### src/rtl/ttuv_pkg.sv
package ttuv_pkg;

  localparam int IndexBits = 16;
  localparam int FracBits  = 16;
  localparam int DataBits  = 32;
  localparam int ThrBits   = 32;
  localparam int FactBits  = 48;
  localparam int DeltaBits = DataBits + 1;
  localparam int DetBits   = 2 * DeltaBits + 1;
  localparam int ProdBits  = DetBits + FactBits + 1;
  localparam int NumBits   = 3 * FracBits + 1;
  localparam int DivSteps  = NumBits;

  // The factor product is built from four partial products of a split difference and factor.
  localparam int DiffLoBits = 34;
  localparam int FactLoBits = FactBits / 2;
  localparam int PartBits   = DiffLoBits + 1;
  localparam int PpBits     = PartBits + FactLoBits + 1;

  localparam logic [ThrBits-1:0]  ThrReset  = ThrBits'(512);
  localparam logic [FactBits-1:0] FactReset = FactBits'(64'd100000 << FracBits);
  localparam logic [FactBits-1:0] FactMax   = {FactBits{1'b1}};

  localparam logic [0:0] RegThreshold = 1'b0;
  localparam logic [0:0] RegFallback  = 1'b1;

  typedef enum logic [7:0] {
    StIdle  = 8'b0000_0001,
    StDelta = 8'b0000_0010,
    StMul   = 8'b0000_0100,
    StDet   = 8'b0000_1000,
    StDiv   = 8'b0001_0000,
    StProd  = 8'b0010_0000,
    StRound = 8'b0100_0000,
    StOut   = 8'b1000_0000
  } state_e;

  typedef struct packed {
    logic load_delta;
    logic load_det;
    logic div_start;
    logic div_step;
    logic load_diff;
    logic acc_step;
    logic load_tan;
    logic [1:0] mul_sel;
    logic [1:0] pp_sel;
  } dp_cmd_t;

  typedef struct packed {
    logic use_recip;
  } dp_status_t;

endpackage

### src/rtl/ttuv_ctrl.sv
module ttuv_ctrl
  import ttuv_pkg::*;
(
  input  logic       clk_i,
  input  logic       rst_ni,
  input  logic       start_i,
  input  dp_status_t status_i,
  output dp_cmd_t    cmd_o,
  output logic       busy_o,
  output logic       done_o
);

  state_e state_q, state_d;
  logic [6:0] cnt_q, cnt_d;
  logic [1:0] step_q, step_d;

  always_comb begin
    state_d = state_q;
    cnt_d = cnt_q;
    step_d = step_q;
    cmd_o = '0;
    done_o = 1'b0;
    unique case (state_q)
      StIdle: begin
        if (start_i) state_d = StDelta;
      end
      StDelta: begin
        cmd_o.load_delta = 1'b1;
        state_d = StDet;
      end
      StDet: begin
        cmd_o.mul_sel = 2'd0;
        cmd_o.load_det = 1'b1;
        cmd_o.div_start = 1'b1;
        cnt_d = '0;
        state_d = StDiv;
      end
      StDiv: begin
        cmd_o.div_step = 1'b1;
        cnt_d = cnt_q + 7'd1;
        if (!status_i.use_recip || cnt_q == 7'(DivSteps - 1)) begin
          state_d = StMul;
          cnt_d = 7'd1;
        end
      end
      StMul: begin
        cmd_o.mul_sel = cnt_q[1:0];
        cmd_o.load_diff = 1'b1;
        step_d = '0;
        state_d = StProd;
      end
      StProd: begin
        cmd_o.mul_sel = cnt_q[1:0];
        cmd_o.pp_sel = step_q;
        cmd_o.acc_step = 1'b1;
        step_d = step_q + 2'd1;
        if (step_q == 2'd3) begin
          if (cnt_q == 7'd3) begin
            state_d = StRound;
          end else begin
            cnt_d = cnt_q + 7'd1;
            state_d = StMul;
          end
        end
      end
      StRound: begin
        cmd_o.load_tan = 1'b1;
        state_d = StOut;
      end
      StOut: begin
        done_o = 1'b1;
        state_d = StIdle;
      end
      default: state_d = StIdle;
    endcase
  end

  assign busy_o = (state_q != StIdle);

  always_ff @(posedge clk_i or negedge rst_ni) begin
    if (!rst_ni) begin
      state_q <= StIdle;
      cnt_q <= '0;
      step_q <= '0;
    end else begin
      state_q <= state_d;
      cnt_q <= cnt_d;
      step_q <= step_d;
    end
  end

endmodule

### config.mk
export PLATFORM = sky130hd
export DESIGN_NAME = ttuv_ctrl
export DESIGN_NICKNAME = d
export VERILOG_FILES = /design/src/rtl/ttuv_pkg.sv /design/src/rtl/ttuv_ctrl.sv
export SDC_FILE = /design/constraint.sdc
export NUM_CORES = 1
export LEC_CHECK = 0
export BUFFER_PORTS_ARGS = -buffer_cell sky130_fd_sc_hd__clkbuf_2
export CORE_MARGIN = 1.5
export CORE_UTILIZATION = 50
export DETAILED_ROUTE_END_ITERATION = 8
export PLACE_DENSITY_LB_ADDON = 0.12
export SLEW_MARGIN = 10
export SYNTH_ARGS = -nofsm -noshare
export SYNTH_HDL_FRONTEND = slang
export SYNTH_SLANG_ARGS = --single-unit
### constraint.sdc
create_clock -name clk_i -period 2.6 [get_ports clk_i]
set_input_delay 0.13 -clock clk_i [delete_from_list [all_inputs] [get_ports clk_i]]
set_output_delay 0.13 -clock clk_i [all_outputs]
set_load 0.02 [all_outputs]
==> results of run 1 <==
area by class of cell:
| cell class | count | area, sq um |
|---|---|---|
| fillers | 178 | 767 |
| multi-input cells | 88 | 624 |
| flip-flops and latches | 17 | 427 |
| repair buffers | 18 | 97.6 |
| well taps | 27 | 33.8 |
| clock buffers | 4 | 26.3 |
| inverters | 7 | 26.3 |
registers in the layout, indices dropped and copies added, names as in the netlist:
name     cells
step_q       2
state_q      8
cnt_q        7
cells in the final DEF, fill, tap and decap left out, types with 4 or more instances in the layout:
cell / synthesis / layout
dfrtp_1: 16 / 16
inv_1: 7 / 7
clkbuf_2: 0 / 16
nand2_1: 8 / 8
nor2_1: 4 / 4
nor2b_1: 4 / 4
a21oi_1: 9 / 9
o21ai_0: 6 / 6
nand3_1: 6 / 6
synth_stat cells, drive strengths merged:
cell,instances
nor2,4
a211oi,2
o22ai,3
a211o,1
dfstp,1
o41ai,1
and3b,2
nor3,3
a21boi,2
xor2,1
o21a,1
o211ai,2
o211a,1
a22oi,1
o21ai,8
dfrtp,16
nand2,8
clkbuf,1
a21oi,9
and2,2
and3,3
nand4,1
nor4,4
o31ai,1
nand2b,3
o21bai,2
nand3,7
or4b,1
nor2b,4
a31o,1
ha,3
inv,7
nand4b,3
and4b,4
buf,1
power groups by stage:
stage                     logic (mW)  clock network [mW]  registers (mW)
after floorplan                0.340                   0           0.414
after global placement         0.418                   0           0.435
after detailed placement       0.426                   0           0.439
after CTS                      0.430               0.149           0.433
after global routing           0.468               0.160           0.448
final                          0.429               0.149           0.433
critical path, cell delays in order, from the launching register on:
cell,delay (ns)
dfrtp_1,0.44
inv_1,0.12
ha_1,0.15
or4b_1,0.46
o211ai_1,0.40
a21oi_1,0.22
a22oi_1,0.22
o41ai_2,0.10
worst min path at each step:
stage	start	to	slack, ns
detailed placement	rst_ni	state_q[3]$_DFFE_PN0P_	0.08
global route	status_i	state_q[4]$_DFFE_PN0P_	0.21
floorplan	rst_ni	cnt_q[0]$_DFFE_PN0P_	-0.17
finish	status_i	state_q[4]$_DFFE_PN0P_	0.16
CTS	status_i	state_q[4]$_DFFE_PN0P_	0.16
global placement	rst_ni	state_q[3]$_DFFE_PN0P_	0.08
kinds of logic after synthesis:
family	after synthesis
xor+xnor	1
buf+inv	9
fa+ha+maj	3
flops	17
compound gates	35
simple gates	49
metal layers:
metal  track usage (%)  wire [um]  vias up
li1                  -          -      476
met1              32.4       1210      435
met2              29.8        947       23
met3              3.03        107        7
met4              6.94         42        0
met5                 0          0        -
per-stage QoR:
step | util (%) | area, sq um
finish | 61.7 | 1230
global route | 61.7 | 1230
CTS | 61.7 | 1230
detailed placement | 59.9 | 1200
global placement | 59.9 | 1200
floorplan | - | 1090
==> results summary, run 1 <==
The internal power is 578 uW. In this run the remaining antenna-violating nets after routing total 0. For the pin with the worst max-slew slack, the measured transition is 0.510 ns. The total leakage power came out at 0.592 nW. The sequential fraction of design power came out at 42.9%. Once placement completed, the tool counted placed cells totaling 156. In the final design database the tool counted 142 nets. The via total after detailed routing is 941. The vertical die dimension is 49.7 um. Routability-driven placement finished with a final weighted congestion of 0.863. Dividing the detail-routed wire length by the instance count gives 14.3 um. The number of top-level pins is 17. The first-pass GRT wire length is 4040 um. After legalization and detailed placement, the total HPWL measured 1760 um. The maximum count of clock buffers along a single path is 2. Counting every net in the synthesized netlist gives 121. The share of final-layout standard cells stronger than drive strength 1 came out at 22.4%. The number of diodes came out at 0. For this run the aggregate overflow at the end of global routing stands at 0. The register clock-pin slew on the reported worst setup and hold paths is 0.11 ns. The launching element type of the critical path is a flip-flop. The number of cells on the worst reg-to-reg path is 7. The share of synthesized area spent on multiplexers came out at 0%.

The detailed-route DRC error count came out at 0. The TritonCTS clock tree is done. Gates resized during post-CTS repair numbered 0. The final wirelength came out at 2300 um. The placeable core region is 2000 sq um.

The tool flagged a number of max-cap violations equal to 0. The basic-gate share of the synthesized area counting and, or, nand and nor cells came out at 29.1%. Of all cell types, the one taking the most synthesized area is dfrtp_1.

The sort of element at the end of the critical path is a flip-flop. The number of antenna violations at the first check in global routing is 0. The post-place setup slack is 0.439 ns. The number of buffers inserted by post-CTS setup repair came out at 0. The final critical-path setup slack came out at 0.385 ns. The area of the mapped netlist is 1090 sq um. The combinational share of power came out at 42.4%. The largest family of logic cells by synthesized area is simple AND/OR/NAND/NOR gates. The number of hold violations in the final report is 0. Setup violations remaining at the end of the flow were counted as 0. Clock latency on the worst-skew pair, taken at its later pin, is 0.30 ns.

Net switching is 42.8% of the power. After layout, the worst path uses 85.2% of the clock period. Summing the areas of all fa, ha and maj instances in the mapped netlist gives 3.45% of the synthesized area. The maximum clock frequency came out at 452 MHz. After clock tree synthesis, the flow added hold-fix buffers numbering 1. Hold is met by 0.161 ns. The run finished with clean final reports.

The compound-cell area share of the yosys netlist came out at 24.0%. The worst register-to-register path ends at cnt_q[6]$_DFFE_PN0P_. The headroom to the max-slew limit is 65.7%. The number of global-route vias before repair is 889. The share of the synthesized netlist area taken by xor and xnor gates came out at 0.805%. The maximum level of the CTS H-tree is 1. The Yosys warning count came out at 0. The worst hold path cell count is 3. The part of the Yosys area used for sequential elements is 39.2%. The number of standard cells in the final layout excluding fillers is 161. During placement, the flow inserted port buffers numbering 16. The total clock sinks came out at 17. Along the worst path, the maximum fanout reaches 5. The iteration count of the initial detailed-routing pass came out at 4.

The arrival time at the worst endpoint is 2.40 ns. The max-slew violation total from the final report is 0. Global routing used 21.0% of the available tracks across all layers. By area the synthesized netlist is led by dfrtp_1 (37%), a21oi_1 (4.1%), ha_1 (3.4%), and4b_1 (2.8%), nand3_1 (2.8%). In this run the power spent charging and discharging nets is 433 uW.

The power per cell area is 819 nW/um^2. The launch point of the critical path is cnt_q[0]$_DFFE_PN0P_. The class of the most critical hold timing path is in -> reg. The average via count per standard cell is 5.84.

The die extent in x came out at 49.7 um. The area growth from synthesis to layout is 13.4%. The count of mapped cells out of synthesis came out at 114.

The synthesized area per cell is 9.55 sq um. The area enclosed by the die boundary came out at 2470 sq um. After synthesis, the largest area contributor takes up 36.8% of total cell area. The post-route total power came out at 1.01 mW.

For the final database, setup skew stands at 0.0103 ns. The required time of the critical path came out at 2.79 ns. The flip-flop and latch count after synthesis is 17.

The number of core rows is 16. The largest net degree at the start of global routing came out at 18. The critical path ends at cnt_q[6]$_DFFE_PN0P_. The initial cell density of the core is 54.4%. The slack of the worst reg-to-reg path is 0.39 ns. The worst setup path is of the reg -> reg kind. The root buffer cell chosen for the clock tree is clkbuf_4. In this run, CTS created clock tree buffers numbering 3. In this run, the number of DRC markers left after iteration 0 of detailed routing was 21. The post-route minimum period came out at 2.21 ns.

The worst register-to-register path begins at cnt_q[0]$_DFFE_PN0P_. Setup repair after global routing left no endpoint under its margin. In this run, the clock network consumes 14.7% of the power.

The peak supply drop came out at 0.000406 V. Synthesis instantiated 41 different standard cells from the library. The setup total negative slack is 0 ns.
Power figures use the tool's default switching activity.
==> run 2, diff against run 1 <==
Settings changed: REMOVE_ABC_BUFFERS from default to 1.
==> run 2 against run 1 <==
Sequential share of layout area stayed put. Sequential power is 1% higher. Combinational power hardly changed. Setup slack worse by 0.028 ns. Flip-flop and latch count stayed put. Cell count stayed put. Power is 0.22% higher. Worst hold slack better by 0.016 ns. Critical path type is now reg -> out. Critical path depth is 3 lower.
==> results summary, run 2 (synthesis results as in run 1) <==
The detailed router's first-iteration violation count came out at 38 (+81%). The number of hold violations in the final report is 0 (unchanged). The final critical-path setup slack was 0.357 ns (-0.0279 ns).

The register clock-pin slew on the reported worst setup and hold paths is 0.10 ns (about the same). The largest net degree at the start of global routing came out at 18 (unchanged). The total clock buffers created by CTS came to 3 (unchanged). The slack of the worst reg-to-reg path is 0.38 ns (about the same).

The number of diodes was 0 (unchanged). The worst hold path terminates at state_q[4]$_DFFE_PN0P_. The share of final-layout standard cells stronger than drive strength 1 is 22.4% (unchanged). The sequential fraction of design power is 43.3% (+0.4 points). The number of antenna violations at the first check in global routing is 0 (unchanged). The worst register-to-register path ends at cnt_q[6]$_DFFE_PN0P_.

The setup total negative slack is 0 ns (unchanged). The register with the highest flop count is state_q. The worst hold path begins at status_i. The maximum level of the CTS H-tree is 1 (unchanged). The detailed-route DRC error count is 0 (unchanged). The number of buffers inserted by post-CTS setup repair is 0 (unchanged).

The maximum clock skew at final layout is 0.00425 ns (-0.00606 ns). The first-pass GRT wire length came out at 4070 um (+0.87%). The class of the most critical hold timing path is in -> reg. The number of flip-flops in the largest register is 8 (unchanged). The placeable core region came out at 2000 sq um (unchanged).

Setup repair after global routing left no endpoint under its margin. The number of core rows is 16 (unchanged). The power per cell area is 821 nW/um^2 (+0.22%).

The net switching power is 436 uW (+0.73%). TritonCTS built the clock tree. The post-route total power is 1.01 mW (+0.22%).

The number of placed cells counting well taps is 156 (unchanged). The arrival time at the worst endpoint came out at 2.11 ns (-0.29 ns). The via total after detailed routing is 983 (+4.5%). The worst hold path cell count was 3 (unchanged).

The total leakage power was 0.592 nW (unchanged). The latest clock arrival within the worst-skew pair is 0.29 ns (about the same). The ratio of final minimum period to clock period is 86.3% (+1.1 points). The root buffer cell chosen for the clock tree is clkbuf_4.

The routed length per instance is 15.0 um (+5.2%). The total track usage is 21.4% (+0.44 points). The number of global-route vias before repair was 861 (-3.1%). The average via count per standard cell came out at 6.11 (+4.5%).

The highest net fanout along the worst path is 8 (+3). The peak supply drop was 0.000441 V (+8.7%). The final setup violation count was 0 (unchanged). The vertical die dimension came out at 49.7 um (unchanged).

The area enclosed by the die boundary came out at 2470 sq um (unchanged). The post-place setup slack is 0.468 ns (+0.0287 ns). In the final layout, the registers with the most flip-flops are state_q: 8 flops, cnt_q: 7 flops, step_q: 2 flops. The leftover overflow at the end of global routing is 0 (unchanged). The maximum clock frequency is 446 MHz (-1.2%). The clock network fraction of total power is 14.2% (-0.5 points). The internal power is 577 uW (-0.16%).

The area growth from synthesis to layout came to 13.4% (unchanged). STA classifies the critical path startpoint as a flip-flop. STA classifies the critical path endpoint as a primary output. The final wirelength came out at 2420 um (+5.2%). The total clock sinks came out at 17 (unchanged). The number of nets with antenna violations after detailed routing is 0 (unchanged). The switching share of power was 43.0% (+0.22 points).

The required time of the critical path came out at 2.47 ns (-0.32 ns). The headroom to the max-slew limit came out at 66.7% (+1.0 points). The post-route minimum period came to 2.24 ns (+0.0279 ns).

The initial cell density of the core came to 54.4% (unchanged). The maximum count of clock buffers along a single path is 2 (unchanged). The post-route worst hold slack came to 0.177 ns (+0.0159 ns). In the layout the commonest cells are dfrtp_1 (16), clkbuf_2 (16), a21oi_1 (9). The max-slew violation total from the final report came out at 0 (unchanged). The count of fill cells added during filler insertion came out at 176 (-1.1%). The combinational share of power is 42.5% (about the same). The reported max-cap violation count is 0 (unchanged). The total of buffers placed on input and output ports is 16 (unchanged).

The number of cell instances on the worst register-to-register path is 7 (unchanged). The transition time at the pin with the least slew margin came out at 0.495 ns (-0.0151 ns). The number of top-level pins came out at 17 (unchanged). The weighted congestion reported at the end of routability-driven placement is 0.902 (+4.6%). The iteration count of the initial detailed-routing pass was 4 (unchanged). The startpoint identified for the worst register-to-register timing path is cnt_q[0]$_DFFE_PN0P_.

The number of standard cells in the final layout excluding fillers came out at 161 (unchanged). The die extent in x came to 49.7 um (unchanged). The run finished with clean final reports. The total number of nets in the final design is 142 (unchanged). The critical path is of the reg -> out type.

The detailed placer's ending HPWL came out at 1780 um (+1.1%).
==> run 2: cell counts in the layout (fill, tap and decap cells not counted) <==
No cell type changed its count.
==> run 2: cell type report <==
class | count | area (sq um) | area share [%]
flip-flops and latches | 17 | 427 | 34.5
multi-input cells | 88 | 624 | 50.6
repair buffers | 18 | 97.6 | 7.90
clock buffers | 4 | 26.3 | 2.13
inverters | 7 | 26.3 | 2.13
well taps | 27 | 33.8 | 2.74
==> run 2: worst max-delay path: stages (launching register included) <==
cell,delay (ns)
dfrtp_1,0.46
nor4_4,0.50
nand4b_1,0.42
a21oi_1,0.25
clkbuf_2,0.19
==> run 2: layer usage <==
metal	track usage [%]	vias to the layer above	routed length, um
met3	4.24	2	180
met1	33.5	465	1210
met5	0	-	0
met4	4.17	0	13
met2	30.4	41	1020
li1	-	475	-
==> run 2: worst max-delay path by stage <==
stage                                 from              endpoint  slack (ns)  cells past startpoint
detailed placement    cnt_q[0]$_DFFE_PN0P_  cnt_q[6]$_DFFE_PN0P_        0.47                      7
CTS                 state_q[3]$_DFFE_PN0P_              cmd_o[3]        0.37                      4
global route          cnt_q[0]$_DFFE_PN0P_  cnt_q[6]$_DFFE_PN0P_        0.22                      7
global placement      cnt_q[0]$_DFFE_PN0P_  cnt_q[6]$_DFFE_PN0P_        0.57                      7
floorplan           state_q[1]$_DFFE_PN0P_  cnt_q[3]$_DFFE_PN0P_        0.63                      5
finish              state_q[3]$_DFFE_PN0P_              cmd_o[3]        0.36                      4
==> run 2: what timing repair did <==
action                                 in CTS  in global routing
gates resized for setup                     0                  0
hold buffers                                1                  0
endpoints found under the hold margin      16                  0
==> run 2: power groups by stage <==
| stage | Clock (mW) | Combinational, mW | Sequential, mW |
|---|---|---|---|
| 4_1_cts | 0.145 | 0.432 | 0.434 |
| 3_5_place_dp | 0 | 0.428 | 0.440 |
| 3_3_place_gp | 0 | 0.415 | 0.435 |
| 6_report | 0.144 | 0.431 | 0.439 |
| 5_1_grt | 0.157 | 0.484 | 0.448 |
| 2_1_floorplan | 0 | 0.336 | 0.414 |
==> run 2: stage by stage <==
stage / utilization, % / instance area [sq um]
4_1_cts: 61.7 / 1230
6_report: 61.7 / 1230
2_1_floorplan: - / 1080
5_1_grt: 61.7 / 1230
3_5_place_dp: 59.9 / 1200
3_3_place_gp: 59.9 / 1200
==> run 3, diff against run 2 <==
Settings changed: CORE_UTILIZATION 50 to 38.
==> run 3 against run 2 <==
Register-to-register slack better by 0.04 ns. Die area increased by 30%. Global-route usage decreased by 4.2 points. Via count down 1.1%. Setup slack better by 0.032 ns. Flip-flop and latch count did not move. Largest cell class unchanged. Power is 0.26% higher. Clock skew grew 0.0053 ns. Sequential share of layout area is 0.38 points lower. Critical endpoint is now cmd_o[2]. Clock power increased by 3%. Non-clock buffer count rose by 1. Critical path type unchanged. Cell count up 3.1%.
==> results summary, run 3 (synthesis results as in run 1) <==
The total of buffers placed on input and output ports came out at 16 (unchanged). Setup repair after global routing left no endpoint under its margin. The number of diodes was 0 (unchanged). The total clock sinks is 17 (unchanged). The detailed-route DRC error count was 0 (unchanged). The number of buffer and inverter instances along the worst setup path came to 1 (unchanged). The via total after detailed routing came out at 972 (-1.1%). The highest net fanout along the worst path is 8 (unchanged). The total clock buffers created by CTS came out at 3 (unchanged). The maximum level of the CTS H-tree came out at 1 (unchanged).

The number of flip-flops in the largest register came out at 8 (unchanged). The maximum clock frequency came to 452 MHz (+1.5%). The peak per-stage delay on the critical path is 0.51 ns (about the same). The setup total negative slack is 0 ns (unchanged).

The area enclosed by the die boundary is 3190 sq um (+30%). The cell sitting at the root of the clock tree is a clkbuf_4. Compared with the post-synthesis result, the final layout area differs by 14.7%. STA classifies the critical path startpoint as a flip-flop. The number of hold-repair buffers added at the cts stage is 1 (unchanged). The total leakage power came out at 0.600 nW (+1.4%). The number of buffers inserted by post-CTS setup repair is 0 (unchanged). The vertical die dimension came out at 56.5 um (+14%). The number of global-route vias before repair came to 931 (+8.1%). The cell family contributing the most delay on the critical path is simple AND/OR/NAND/NOR gates. On the critical path, the stage with the largest delay is an instance of nor4_4. The number of hold violations in the final report is 0 (unchanged). The cell area after layout came out at 1250 sq um (+1.1%). The first-pass GRT wire length is 4320 um (+6.1%). The leftover overflow at the end of global routing came to 0 (unchanged). The max-slew violation total from the final report came out at 0 (unchanged). The top cell types in the final layout, fill and taps aside, are dfrtp_1 (16), clkbuf_2 (16), a21oi_1 (9). The average via count per standard cell came to 5.86 (-4.1%). The post-route minimum period is 2.21 ns (-0.0321 ns).

The share of final-layout standard cells stronger than drive strength 1 is 23.7% (+1.3 points). The ratio of final minimum period to clock period came out at 85.0% (-1.2 points). The largest registers in the layout are state_q: 8 flops, cnt_q: 7 flops, step_q: 2 flops. The placeable core region came out at 2730 sq um (+37%). The final setup violation count came out at 0 (unchanged). The transition time at the pin with the least slew margin is 0.525 ns (+0.0303 ns).

The number of nets with antenna violations after detailed routing came out at 0 (unchanged). The peak supply drop came to 0.000472 V (+7.1%). The number of top-level pins came out at 17 (unchanged). The worst setup path is captured at a primary output.

The number of standard cells in the final layout excluding fillers is 166 (+3.1%). The die extent in x is 56.5 um (+14%). The arrival time at the worst endpoint came out at 2.08 ns (-0.03 ns). The initial cell density of the core was 39.8% (-15 points). The headroom to the max-slew limit is 64.7% (-2.0 points). The largest net degree at the start of global routing came out at 18 (unchanged).

The number of antenna violations at the first check in global routing came to 0 (unchanged). The class of the most critical hold timing path is in -> reg. The final wirelength is 2550 um (+5.3%).

The critical path in this run is classified as reg -> out. TritonCTS built the clock tree. The maximum count of clock buffers along a single path is 2 (unchanged). The critical path goes through nor4_4 > nand4b_1 > a21oi_1 > clkbuf_2. The latest clock arrival within the worst-skew pair came to 0.30 ns (about the same). The weighted congestion reported at the end of routability-driven placement is 0.827 (-8.3%). The number of core rows came out at 19 (+3).

The total track usage came out at 17.2% (-4.2 points). The register clock-pin slew on the reported worst setup and hold paths came to 0.11 ns (about the same). The maximum clock skew at final layout came out at 0.00956 ns (+0.00532 ns). The required time of the critical path is 2.47 ns (about the same). The post-cts resize count came out at 0 (unchanged). The reported max-cap violation count came out at 0 (unchanged).

The routed length per instance was 15.4 um (+2.1%). The post-placement cell area came out at 1210 sq um (+1.0%). The iteration count of the initial detailed-routing pass came out at 4 (unchanged).

The detailed router's first-iteration violation count is 25 (-34%). The detailed placer's ending HPWL is 1920 um (+7.7%). The power per cell area came to 814 nW/um^2 (-0.85%). state_q holds more flip-flops than any other register. The run finished with clean final reports. The total number of nets in the final design came out at 143 (+0.70%). The number of placed cells counting well taps came out at 161 (+3.2%).
run 3: path summary, 6_finish.rpt:
check	start	to	slack, ns	cells after the start
worst max register to register	cnt_q[0]$_DFFE_PN0P_	cnt_q[6]$_DFFE_PN0P_	0.42	7
worst min register to register	step_q[0]$_DFFE_PN0N_	step_q[0]$_DFFE_PN0N_	0.53	1
max in group asynchronous	rst_ni	state_q[0]$_DFFE_PN1P_	1.96	2
worst min-delay path	status_i	state_q[4]$_DFFE_PN0P_	0.23	3
min in group asynchronous	rst_ni	state_q[4]$_DFFE_PN0P_	0.29	2
worst max-delay path	state_q[3]$_DFFE_PN0P_	cmd_o[2]	0.39	4
run 3: tightest hold or removal path: cells and delay by family:
kind	cells	cell delay, ns
AOI/OAI and AO/OA	2	0.27
buffers and inverters	1	0.10
run 3: metrics by stage:
stage	utilization [%]	total power [mW]	hold slack, ns	setup WS, ns
after floorplan	-	0.750	-0.166	0.629
after global placement	44.3	0.863	0.0998	0.550
after detailed placement	44.3	0.874	0.103	0.464
after CTS	45.7	1.02	0.223	0.381
after global routing	45.7	1.10	0.255	0.195
final	45.7	1.02	0.230	0.389
run 3: per-layer routing:
metal,track usage [%],vias up,routed length [um]
li1,-,472,-
met1,22.9,477,1210
met2,27.6,18,1230
met3,2.30,5,67
met4,7.82,0,43
met5,0,-,0
run 3: cell type report:
cell class,count,area (sq um)
Fill cell,282,1490
Sequential cell,17,427
Tap cell,31,38.8
Clock buffer,3,22.5
Clock inverter,1,5.00
Timing Repair Buffer,19,105
Multi-Input combinational cell,88,624
Inverter,7,26.3
run 3: power by group:
| group | switching (mW) | leakage [nW] | internal (mW) | total (mW) |
|---|---|---|---|---|
| registers | 0.0983 | 0.227 | 0.336 | 0.434 |
| clock network | 0.0911 | 0.0177 | 0.0573 | 0.148 |
| logic | 0.250 | 0.355 | 0.184 | 0.434 |
| total | 0.440 | 0.600 | 0.576 | 1.02 |
